===== config.mk =====
export PLATFORM = sky130hd
export DESIGN_NAME = zph_queue
export DESIGN_NICKNAME = d
export VERILOG_FILES = /design/src/rtl/core/zph_pkg.sv /design/src/rtl/core/zph_queue.sv
export SDC_FILE = /design/constraint.sdc
export NUM_CORES = 1
export LEC_CHECK = 0
export ABC_AREA = 1
export BUFFER_PORTS_ARGS = -buffer_cell sky130_fd_sc_hd__buf_2
export CORE_AREA = 2 2 419 421
export DETAILED_ROUTE_END_ITERATION = 12
export DIE_AREA = 0 0 421 423
export HOLD_SLACK_MARGIN = 0.12
export PLACE_DENSITY = 0.51
export SLEW_MARGIN = 20
export SYNTH_ARGS = -nofsm -noshare
export SYNTH_HDL_FRONTEND = slang
export SYNTH_SLANG_ARGS = --single-unit
export TNS_END_PERCENT = 5

===== constraint.sdc =====
create_clock -name clk -period 33.5 [get_ports clk]
set_clock_uncertainty 0.2 [all_clocks]
set_input_delay 1.675 -clock clk [delete_from_list [all_inputs] [get_ports clk]]
set_output_delay 1.675 -clock clk [all_outputs]
set_load 0.02 [all_outputs]

===== src/rtl/core/zph_pkg.sv =====
`timescale 1ns / 1ps
// ----------------------------------------------------------------------------
// zph_pkg: shared types and constants for the Zobrist hash block
// Command record, sequencer states and table geometry.
// ----------------------------------------------------------------------------
package zph_pkg;

  localparam int unsigned KeyW       = 64;
  localparam int unsigned IdxW       = 10;
  localparam int unsigned SqW        = 6;
  localparam int unsigned Squares    = 64;
  localparam int unsigned PieceTypes = 6;
  localparam int unsigned PieceKinds = 12;
  localparam int unsigned ExtraBase  = 768;
  localparam int unsigned TableDepth = 774;
  localparam int unsigned ExtraKeys  = 6;
  localparam int unsigned ExtraSelW  = 3;
  localparam int unsigned TypeW      = 3;
  localparam int unsigned FlagW      = 6;
  localparam int unsigned BankDepth  = 128;
  localparam int unsigned BankAddrW  = 7;
  localparam int unsigned QueueDepth = 2;

  // floor(idx / 12) == (idx * 2731) >> 15 for every idx below 768
  localparam logic [11:0] RecipTwelve = 12'd2731;
  localparam int unsigned RecipShift  = 15;

  localparam logic OpLoad = 1'b0;
  localparam logic OpHash = 1'b1;

  // position flag bits; extra keys follow the same order
  localparam int unsigned FlagBlackToMove = 0;
  localparam int unsigned FlagEpValid     = 1;

  typedef enum logic [1:0] {
    CMD_LOAD_BANK,
    CMD_LOAD_EXTRA,
    CMD_HASH
  } cmd_kind_t;

  typedef struct packed {
    cmd_kind_t                           kind;
    logic [TypeW-1:0]                    piece_type;
    logic [BankAddrW-1:0]                bank_addr;
    logic [ExtraSelW-1:0]                extra_sel;
    logic [KeyW-1:0]                     key;
    logic [PieceTypes-1:0][KeyW-1:0]     boards;
    logic [KeyW-1:0]                     white;
    logic [FlagW-1:0]                    flags;
    logic [SqW-1:0]                      ep;
  } cmd_t;

  typedef struct packed {
    logic valid;
    cmd_t cmd;
  } head_t;

  typedef enum logic [1:0] {
    ST_IDLE,
    ST_WALK,
    ST_FLUSH,
    ST_FINISH
  } back_state_t;

endpackage


===== src/rtl/core/zph_queue.sv =====
`timescale 1ns / 1ps
// ----------------------------------------------------------------------------
// zph_queue: command queue
// Short FIFO between decode and the hashing sequencer.
// ----------------------------------------------------------------------------
module zph_queue (
  input  logic          clk,
  input  logic          rst,
  input  logic          wr_en,
  input  zph_pkg::cmd_t wr_cmd,
  output logic          full,
  input  logic          rd_en,
  output zph_pkg::head_t head
);

  localparam int unsigned PtrW = $clog2(zph_pkg::QueueDepth);
  localparam int unsigned CntW = $clog2(zph_pkg::QueueDepth + 1);

  zph_pkg::cmd_t   slots [zph_pkg::QueueDepth];
  logic [PtrW-1:0] wr_ptr;
  logic [PtrW-1:0] rd_ptr;
  logic [CntW-1:0] count;

  assign full       = (count == CntW'(zph_pkg::QueueDepth));
  assign head.valid = (count != '0);
  assign head.cmd   = slots[rd_ptr];

  always_ff @(posedge clk) begin
    if (wr_en) begin
      slots[wr_ptr] <= wr_cmd;
    end
  end

  always_ff @(posedge clk) begin
    if (rst) begin
      wr_ptr <= '0;
      rd_ptr <= '0;
      count  <= '0;
    end else begin
      if (wr_en) begin
        wr_ptr <= (wr_ptr == PtrW'(zph_pkg::QueueDepth - 1)) ? '0 : wr_ptr + 1'b1;
      end
      if (rd_en) begin
        rd_ptr <= (rd_ptr == PtrW'(zph_pkg::QueueDepth - 1)) ? '0 : rd_ptr + 1'b1;
      end
      count <= count + CntW'(wr_en) - CntW'(rd_en);
    end
  end

endmodule


==> implementation parameters <==
Parameter                              Value

Synthesis
  Most frequent cells after synthesis ... edfxtp_1, mux2_2, buf_6
  Top cell type's share of synthesized area ... 0.823
  Syn Nets ... 2253
  Count of flip-flops with a built-in enable after synthesis ... 1078
  Area share of fa/ha/maj cells after synthesis ... 0.000636
  Share of synthesized area spent on multiplexers ... 0.154
  Register bit count reported by yosys ... 1083
  Unique cell type count in the Yosys netlist ... 13
  Total of warnings raised by yosys ... 0
  Number of instances in the synthesized netlist ... 1708
  Summed instance area of the synthesized netlist ... 39300 µm²
  Share of synthesized flip-flops with an asynchronous set or reset ... 0
  Register area share after synthesis ... 0.826
  Biggest area contributors in the synthesized netlist ... edfxtp_1, mux2_2, buf_6
  Most used standard cell by instance count after synthesis ... edfxtp_1
  Synthesized area divided by synthesized cell count ... 23.0 µm²
  Primary FF master, synth ... edfxtp_1
  Largest area contributor in the synthesized netlist ... edfxtp_1
  Post-Synth Simple-Gate Area ... 0.00140
  Largest family of logic cells by synthesized area ... multiplexers
  Share of the synthesized area in compound gates (AO/OA/AOI/OAI) ... 0.000127
  Synthesized-area fraction occupied by xor and xnor cells ... 0.000223

Place
  Detail Placement HPWL ... 82700 µm
  Gp weighted congestion ... 0.906
  Count of input and output buffers ... 1083

Power and ir drop
  P_int ... 0.00241 W
  Net switching power of the design ... 0.000797 W
  Total power ... 0.00321 W
  Clk network pwr share ... 0.387
  LEAKAGE ... 18.4 nW
  IR drop worst, VDD ... 0.0414 mV
  Logic gate share of total power ... 0.116
  Sequential Power Share ... 0.496
  Power density over the cells ... 63.0 nW/µm²
  Switching share of power ... 0.248

STA
  Time the final worst path needs with I/O delays and setup ... 7300 ps
  Pins over their slew limit ... 0
  Post-route setup TNS ... 0 ps
  Endpoints failing setup ... 0
  Hold slack final ... 316 ps
  Unrepaired setup endpoints after global routing ... no
  Share of the clock period used by the worst path after layout ... 0.218
  Highest Clock Rate ... 137 MHz
  Final Hold Vio Count ... 0
  Remaining max-slew budget at the tightest pin ... 0.288
  Transition time at the pin with the least slew margin ... 1070 ps

Clock network
  Clock input transition at the sequential cells of the worst setup and hold paths ... 60 ps
  Clock tree from TritonCTS ... built
  Quantity of gates resized following cts ... 0
  Hold-fix buffer count after cts ... 0
  TritonCTS Sinks ... 1083
  Number of buffers on the longest clock path ... 3
  Clock insertion delay at the later pin of the skew report ... 750 ps
  Depth of the CTS H-tree ... 3
  CTS root buffer ... clkbuf_16
  Inserted Clock Buffers ... 119
  Post-CTS setup-driven buffer insertion count ... 0

Floorplanning
  Area enclosed by the die boundary ... 178000 µm²
  Io pins ... 1084
  Number of core rows ... 153
  Core area ... 173000 µm²
  Width of the die ... 421 µm
  Die extent in y ... 423 µm
  Initial core utilization ... 0.227

Finish
  Layout cell share with drive strength beyond 1 ... 0.609
  Area growth, synth to finish ... 29.5%
  Final-stage net count ... 3418
  Number of fillers in the final layout ... 17304

Critical path
  Arrival time at the worst endpoint ... 5430 ps
  Worst setup EP type ... primary output
  Kind of critical path ... reg2out
  Data required time of the worst path ... 31620 ps
  Largest fanout on the critical path ... 75
  Kind of launch point of the worst setup path ... register

Route
  Number of design rule violations left after detail routing ... 0
  Average wire length per cell after detail routing ... 21.6 µm
  Antenna violation net count after detailed routing ... 0
  Detail-routed via count per cell ... 3.94
  Iter 0 DRT Violations ... 1301
  Via count ... 20914
  DRT Wirelength ... 115000 µm
  Total iterations of the first detailed-routing run ... 4

Min path
  Class of the most critical hold timing path ... reg2reg

GRT
  Antenna violations before repair ... 49
  Largest net degree at the start of global routing ... 156
  Wire length of the first global-routing pass ... 158000 µm
  Leftover overflow at the end of global routing ... 0
  Via count of the first global-routing pass ... 21482
  GR Util All Layers ... 0.123

Outcome
  Run status ... complete, no violations

Flow run
  Number of max-cap violations ... 0
==> logic make-up (layout without fill, tap and decap cells) <==
| group | Yosys count | count (layout) |
|---|---|---|
| simple gates | 14 | 14 |
| buf+inv | 68 | 1333 |
| flops | 1083 | 1083 |
| fa+ha+maj | 2 | 2 |
| compound gates | 1 | 1 |
| xor+xnor | 1 | 1 |
| mux | 539 | 539 |
| other cells | 0 | 14 |
==> worst max-delay path, stage by stage, from the launching register on <==
cell and delay (ps):
dfxtp_4 980, buf_4 650, buf_4 760, buf_4 670, buf_4 810, mux2_2 420
buf_2 160
==> layout make-up <==
type	count	area [µm²]	share of cell area
clock inverter	75	634	0.0125
antenna	14	35.0	0.000688
clock buffer	146	3080	0.0604
sequential	1083	32500	0.637
timing repair buffer	1104	5600	0.110
inverter	8	37.5	0.000737
multi-input combinational	557	6170	0.121
tap	2325	2910	0.0571
==> power by group through the flow <==
stage | combinational [W] | clock (W) | sequential, W
2_1_floorplan | 0.000232 | 0 | 0.00166
3_3_place_gp | 0.000378 | 0 | 0.00162
3_5_place_dp | 0.000380 | 0 | 0.00162
4_1_cts | 0.000381 | 0.00129 | 0.00159
5_1_grt | 0.000396 | 0.00134 | 0.00160
6_report | 0.000373 | 0.00124 | 0.00159
==> metrics by stage <==
stage	utilization	cell area, µm²	instances	setup WS, ps
after global routing	0.294	50900	5305	25760
after CTS	0.294	50900	5298	25980
after floorplan	-	39300	1708	7620
after detailed placement	0.272	47200	5077	26870
final	0.294	50900	5312	26200
after global placement	0.272	47200	5077	26940
==> worst paths after layout <==
kind | startpoint | endpoint | slack (ps) | cells past startpoint
max | register | head[496] | 26200 | 6
max reg2reg | wr_ptr | slots[1][500] | 28990 | 5
min | rd_ptr | register | 320 | 2
min reg2reg | rd_ptr | register | 320 | 2
==> registers in the layout (all words and copies together) (netlist names), named ones only <==
| register | count |
|---|---|
| count | 2 |
| rd_ptr | 1 |
| slots | 1078 |
| wr_ptr | 1 |
==> layer usage <==
metal  up-vias  share of wire  track usage
met1     10659           0.38        0.141
met4        42          0.030       0.0439
met2       772           0.51        0.214
met3       231          0.073       0.0392
li1       9210              -            -
met5         -         0.0021            0
==> cells in the final DEF (no fill, tap or decap), drive strengths merged <==
cell type and n:
inv 15, nand2 5, a21oi 1, bufinv 6, xnor2 1, nor2 7, dfxtp 5, diode 14
edfxtp 1078, clkbuf 146, clkinv 55, clkinvlp 7, mux2 539, ha 2, buf 1104, nand3 1
nor3 1
Note: power is estimated with default switching activity, not from simulation.
