### src/rtl/core/zph_pkg.sv
`timescale 1ns / 1ps
// ----------------------------------------------------------------------------
// zph_pkg: shared types and constants for the Zobrist hash block
// Command record, sequencer states and table geometry.
// ----------------------------------------------------------------------------
package zph_pkg;

  localparam int unsigned KeyW       = 64;
  localparam int unsigned IdxW       = 10;
  localparam int unsigned SqW        = 6;
  localparam int unsigned Squares    = 64;
  localparam int unsigned PieceTypes = 6;
  localparam int unsigned PieceKinds = 12;
  localparam int unsigned ExtraBase  = 768;
  localparam int unsigned TableDepth = 774;
  localparam int unsigned ExtraKeys  = 6;
  localparam int unsigned ExtraSelW  = 3;
  localparam int unsigned TypeW      = 3;
  localparam int unsigned FlagW      = 6;
  localparam int unsigned BankDepth  = 128;
  localparam int unsigned BankAddrW  = 7;
  localparam int unsigned QueueDepth = 2;

  // floor(idx / 12) == (idx * 2731) >> 15 for every idx below 768
  localparam logic [11:0] RecipTwelve = 12'd2731;
  localparam int unsigned RecipShift  = 15;

  localparam logic OpLoad = 1'b0;
  localparam logic OpHash = 1'b1;

  // position flag bits; extra keys follow the same order
  localparam int unsigned FlagBlackToMove = 0;
  localparam int unsigned FlagEpValid     = 1;

  typedef enum logic [1:0] {
    CMD_LOAD_BANK,
    CMD_LOAD_EXTRA,
    CMD_HASH
  } cmd_kind_t;

  typedef struct packed {
    cmd_kind_t                           kind;
    logic [TypeW-1:0]                    piece_type;
    logic [BankAddrW-1:0]                bank_addr;
    logic [ExtraSelW-1:0]                extra_sel;
    logic [KeyW-1:0]                     key;
    logic [PieceTypes-1:0][KeyW-1:0]     boards;
    logic [KeyW-1:0]                     white;
    logic [FlagW-1:0]                    flags;
    logic [SqW-1:0]                      ep;
  } cmd_t;

  typedef struct packed {
    logic valid;
    cmd_t cmd;
  } head_t;

  typedef enum logic [1:0] {
    ST_IDLE,
    ST_WALK,
    ST_FLUSH,
    ST_FINISH
  } back_state_t;

endpackage

### src/rtl/core/zph_front.sv
`timescale 1ns / 1ps
// ----------------------------------------------------------------------------
// zph_front: input decode
// Classify each transaction and split a key index into bank and address.
// ----------------------------------------------------------------------------
module zph_front (
  input  logic                        push,
  input  logic                        op,
  input  logic [zph_pkg::IdxW-1:0]    key_index,
  input  logic [zph_pkg::KeyW-1:0]    key_value,
  input  logic [zph_pkg::KeyW-1:0]    king_board,
  input  logic [zph_pkg::KeyW-1:0]    queen_board,
  input  logic [zph_pkg::KeyW-1:0]    rook_board,
  input  logic [zph_pkg::KeyW-1:0]    bishop_board,
  input  logic [zph_pkg::KeyW-1:0]    knight_board,
  input  logic [zph_pkg::KeyW-1:0]    pawn_board,
  input  logic [zph_pkg::KeyW-1:0]    white_board,
  input  logic [zph_pkg::FlagW-1:0]   position_flags,
  input  logic [zph_pkg::SqW-1:0]     ep_square,
  input  logic                        q_full,
  output logic                        enq,
  output zph_pkg::cmd_t               enq_cmd
);

  logic [21:0]              prod;
  logic [zph_pkg::SqW-1:0]  square;
  logic [zph_pkg::IdxW-1:0] sq_x12;
  logic [zph_pkg::IdxW-1:0] rem;
  logic [zph_pkg::IdxW-1:0] extra_off;
  logic                     drop;

  always_comb begin
    // square = key_index / 12 by reciprocal multiply
    prod   = {12'd0, key_index} * {10'd0, zph_pkg::RecipTwelve};
    square = prod[zph_pkg::RecipShift +: zph_pkg::SqW];
    sq_x12 = {1'b0, square, 3'b000} + {2'b00, square, 2'b00};
    rem    = key_index - sq_x12;
    extra_off = key_index - zph_pkg::IdxW'(zph_pkg::ExtraBase);

    drop = 1'b0;
    enq_cmd.kind       = zph_pkg::CMD_HASH;
    enq_cmd.piece_type = rem[zph_pkg::TypeW:1];
    enq_cmd.bank_addr  = {square, rem[0]};
    enq_cmd.extra_sel  = extra_off[zph_pkg::ExtraSelW-1:0];
    enq_cmd.key        = key_value;
    enq_cmd.boards     = {pawn_board, knight_board, bishop_board,
                          rook_board, queen_board, king_board};
    enq_cmd.white      = white_board;
    enq_cmd.flags      = position_flags;
    enq_cmd.ep         = ep_square;

    if (op == zph_pkg::OpLoad) begin
      if (key_index < zph_pkg::IdxW'(zph_pkg::ExtraBase)) begin
        enq_cmd.kind = zph_pkg::CMD_LOAD_BANK;
      end else if (key_index < zph_pkg::IdxW'(zph_pkg::TableDepth)) begin
        enq_cmd.kind = zph_pkg::CMD_LOAD_EXTRA;
      end else begin
        drop = 1'b1;  // out-of-range load: accept and discard
      end
    end

    enq = push && !q_full && !drop;
  end

endmodule

### config.mk
export PLATFORM = sky130hd
export DESIGN_NAME = zph_front
export DESIGN_NICKNAME = d
export VERILOG_FILES = /design/src/rtl/core/zph_pkg.sv /design/src/rtl/core/zph_front.sv
export SDC_FILE = /design/constraint.sdc
export NUM_CORES = 1
export LEC_CHECK = 0
export BUFFER_PORTS_ARGS = -buffer_cell sky130_fd_sc_hd__buf_2
export CAP_MARGIN = 0
export CORE_AREA = 2 2 424 426
export DETAILED_ROUTE_END_ITERATION = 10
export DIE_AREA = 0 0 426 428
export SLEW_MARGIN = 20
export SYNTH_ARGS = -nofsm -noshare
export SYNTH_HDL_FRONTEND = slang
export SYNTH_SLANG_ARGS = --single-unit
### constraint.sdc
create_clock -name vclk -period 21.7
set_input_delay 4.34 -clock vclk [all_inputs]
set_output_delay 4.34 -clock vclk [all_outputs]
set_load 0.1 [all_outputs]
==> flow_summary.toml, run 1 <==
[pwr]
power_leakage_nw = 1.35
vdd_drop_max_v = 0.000498
p_per_area_nw_per_um2 = 101
power_mw = 0.521

[synthesis]
syn-cell-area_sq_um = 5940
yosysUniqueCellTypes = 30
yosysWarningCount = 0
syn_inst = 730
avgSynthCellArea_sq_um = 8.14
syn-num-nets = 1359
yosysSeqAreaShare_pct = 0

[critical_path]
critPathMostFrequentCell = "fa_1"
critPathMaxFanout = 4
crit_path_start = "key_index[6]"
crit_chain = "buf_2 -> ha_1 -> inv_1 -> fa_1 -> fa_1 -> inv_1 -> fa_1 -> fa_1 -> ha_1 -> and3_1 -> a221oi_1 -> o21ai_0 -> xor2_1 -> ha_1 -> xor2_1 -> xnor3_1 -> xnor2_1 -> buf_2"
critPathSlowestCell = "fa_1"
path_buf_inv = 4
arrival_ns = 9.82
startpoint_type = "primary input"
max_stage_delay_ns = 0.53
crit_family = "adder cells"
path_class = "primary input to output pin"
cp_data_required_time_ns = 17.36
critPathCaptureType = "output pin"

[place]
port-buffer-count = 29
dp_hpwl_mm = 101
gp_congestion = 0.779
dpl_worst_slack_ns = 7.27

[timing]
relSlewSlack_pct = 41.5
hold_viol = 0
finalSetupViolations = 0
worst_slack_ns = 7.54
period_needed_ns = 14.16
drv_slew = 0
worstMarginPinSlew_ns = 0.873
tns_ns = 0
clock.fmax_ghz = 0.0706
period_share_pct = 65.2
rsz0062_at_grt = "false"

[route]
vias = 2640
first_pass_iters = 4
drtIter0Drc = 113
viasPerCell = 1.02
drc_errors = 0
drt-total-wl_mm = 103
wl_per_cell_um = 39.7
ant_nets = 0

[floorplan]
io_pins = 1077
rows = 155
design.die.area_sq_um = 182000
core_area_sq_um = 178000
start_util_pct = 3.34
die_w_um = 426
die_h_um = 428

[global_route]
track_usage_pct = 10.9
grt_pass1_vias = 2719
grt_max_degree = 8
gr-total-overflow = 0
antenna_found_initial = 6
grt_pass1_wl_mm = 111

[clock_tree]
post-cts-setup-buffers = 0
cts_resized = 0
postCtsHoldBufs = 0

[final_layout]
area_growth_pct = -13.6
nClkBuffers = 0
regArea_sq_um = 0
final_layout_size_suffix_gt1_share_pct = 16.5
seq_cells = 0
finalNetCount = 867

[hold_path]
hold_path.class = "primary input to output pin"
hold_start = "position_flags[4]"

[run]
drv_cap = 0

[run_status]
status = "completed"
## final timing paths
path | depth (start not counted) | endpoint | slack, ns
setup / recovery | 18 | enq_cmd[536] | 7.54
hold / removal | 0 | enq_cmd[10] | 8.68
## logic make-up after synthesis
family                     after synthesis  synth area share (%)
AOI/OAI and AO/OA                       26                  3.39
xor gates and xnor gates                12                  2.00
adders and majority gates               92                  22.9
buffers and inverters                  577                  69.8
and+or+nand+nor                         23                  1.94
## per-stage QoR
step           cell area [sq um]  util, %  cells  hold slack, ns
3_5_place_dp                5120     2.88   2591            8.68
4_1_cts                     5120     2.88   2591            8.68
6_report                    5130     2.89   2595            8.68
5_1_grt                     5130     2.89   2593            8.68
2_1_floorplan               5940        -    730            8.89
3_3_place_gp                5120     2.88   2591            8.68
## cells in the mapped netlist, types with 3 or more instances
cell	count	share of area (%)
a21o_1	6	0.76
a21oi_1	7	0.59
and3_1	5	0.53
buf_4	527	67
fa_1	28	9.4
ha_1	64	13
inv_1	50	3.2
nand2_1	7	0.44
nor2_1	4	0.25
o21ai_0	3	0.25
xnor2_1	8	1.2
xor2_1	3	0.44
## placed cells by master (no fill, tap or decap), drive strengths merged, types with 2 or more instances in the layout
master	n
diode	4
o21ai	3
xnor2	8
xor2	3
a221oi	2
inv	50
and3	5
nand2	7
buf	33
a21oi	7
nor2	5
a21o	6
fa	28
ha	64
## area by class of cell
cell class | count | area (sq um)
fill | 21300 | 173000
tap | 2355 | 2950
multi-input combinational | 153 | 1810
inverter | 50 | 188
timing repair buffer | 33 | 175
antenna | 4 | 10.0
## power breakdown
group	internal (mW)	total (mW)	switching, mW	leakage [nW]
clock network	0.0000000347	0.0000000347	0	0.0000254
logic	0.117	0.521	0.403	1.35
registers	0	0	0	0
total	0.117	0.521	0.403	1.35
## per-layer routing
layer  vias up  part of all wire [%]  GRT usage (%)
met4         4                   2.2           1.93
li1        744                     -              -
met2       877                    48           18.5
met5         -                 0.038              0
met3        88                    39           20.4
met1       927                    10           3.12
No activity file was read; power rests on OpenSTA's default activity.
==> run 2: changes to the inputs <==
CORE_AREA = 2 2 413 415   (was 2 2 424 426)
DIE_AREA = 0 0 415 417   (was 0 0 426 428)
clock period = 14.8 ns   (was 21.7 ns; I/O delays follow)
==> run 2 against run 1 <==
  * Flip-flop and latch count did not move
  * Wire length down 9.2%
  * Critical endpoint unchanged
  * Non-clock buffer count is 4 lower
  * Critical path type unchanged
  * Largest cell class unchanged
  * Power increased by 55%
  * Highest routed layer unchanged
  * Critical path depth increased by 3
  * Largest power group unchanged
==> flow_summary.toml, run 2 (synthesis gave the netlist of run 1 again) <==
[run_status]
status = "completed"

[timing]
clock.fmax_ghz = 0.0882
finalSetupViolations = 0
rsz0062_at_grt = "false"
tns_ns = 0
worstMarginPinSlew_ns = 0.752
drv_slew = 0
worst_slack_ns = 3.46
relSlewSlack_pct = 50.2
period_needed_ns = 11.34
period_share_pct = 76.6
hold_viol = 0

[pwr]
vdd_drop_max_v = 0.000217
power_leakage_nw = 1.32
power_mw = 0.805
p_per_area_nw_per_um2 = 164

[hold_path]
hold_path.class = "primary input to output pin"
min_to = "enq_cmd[156]"
whs_path_depth = 0
hold_start = "queen_board[16]"

[global_route]
gr-total-overflow = 0
grt_pass1_wl_mm = 101
antenna_found_initial = 6
grt_pass1_vias = 2773
grt_max_degree = 8
track_usage_pct = 10.3

[critical_path]
startpoint_type = "primary input"
cp_data_required_time_ns = 11.84
path_class = "primary input to output pin"
critPathMaxFanout = 6
arrival_ns = 8.38
critPathCaptureType = "output pin"

[route]
ant_nets = 0
drt-total-wl_mm = 93.7
wl_per_cell_um = 38.2
vias = 2700
viasPerCell = 1.10
drc_errors = 0
drtIter0Drc = 151
first_pass_iters = 4

[final_layout]
layout_common_cells = "ha_1, inv_1, buf_2, fa_1, xnor2_1"
finalNetCount = 863
seq_cells = 0
final_layout_size_suffix_gt1_share_pct = 14.2
nClkBuffers = 0
finish.utilization_pct = 2.91
postLayoutCellArea_sq_um = 4910
mostFrequentLayoutCell = "ha_1"
area_growth_pct = -17.4
regArea_sq_um = 0

[place]
port-buffer-count = 29
placed_cell_area_sq_um = 4900
dp_hpwl_mm = 91.6
dpl_worst_slack_ns = 3.37
gp_congestion = 0.884

[floorplan]
core_area_sq_um = 169000
die_h_um = 417
start_util_pct = 3.53
rows = 151
die_w_um = 415
io_pins = 1077
design.die.area_sq_um = 173000

[clock_tree]
cts_resized = 0
post-cts-setup-buffers = 0
postCtsHoldBufs = 0

[run]
drv_cap = 0
run 2: cell count changes in the layout (fill, tap and decap cells not counted):
cell	previous run	this run
xnor2_2	2	0
xnor2_1	6	8
buf_4	4	0
diode_2	4	1
run 2: stage by stage:
step / hold slack [ns] / cells
floorplan: 6.13 / 730
global placement: 5.92 / 2450
detailed placement: 5.92 / 2450
CTS: 5.92 / 2450
global route: 5.92 / 2451
finish: 5.92 / 2451
run 2: metal layers:
layer	vias up	GRT usage [%]	wire length [um]
met4	6	2.75	3280
met1	975	2.42	7780
met3	116	21.7	41400
met2	868	16.1	40900
met5	-	0.972	244
li1	735	-	-
run 2: critical path, cell delays in order:
cell      delay, ns
buf_2          0.30
ha_1           0.25
inv_1          0.07
fa_1           0.51
inv_1          0.04
ha_1           0.30
fa_1           0.54
inv_1          0.05
fa_1           0.50
inv_1          0.04
ha_1           0.23
a21o_1         0.19
a21o_1         0.17
a221oi_1       0.30
o21ai_0        0.16
xor2_1         0.30
ha_1           0.22
xor2_1         0.16
xnor3_1        0.24
xnor2_1        0.14
buf_2          0.58
run 2: how the worst max path moves through the flow:
stage	start	slack [ns]	depth (start not counted)	end
floorplan	key_index[4]	1.77	16	enq_cmd[536]
global placement	key_index[3]	3.41	21	enq_cmd[536]
detailed placement	key_index[3]	3.37	21	enq_cmd[536]
CTS	key_index[3]	3.30	21	enq_cmd[536]
global route	key_index[3]	3.05	21	enq_cmd[536]
finish	key_index[3]	3.46	21	enq_cmd[536]
run 2: area by class of cell:
cell class / instances / area [sq um]
tap: 2218 / 2780
multi-input combinational: 153 / 1800
antenna: 1 / 2.50
timing repair buffer: 29 / 145
inverter: 50 / 188
fill: 20200 / 164000
run 2: power breakdown:
part / switching [mW] / internal, mW / total (mW)
registers: 0 / 0 / 0
logic: 0.641 / 0.164 / 0.805
clock network: 0 / 0.00000000922 / 0.00000000922
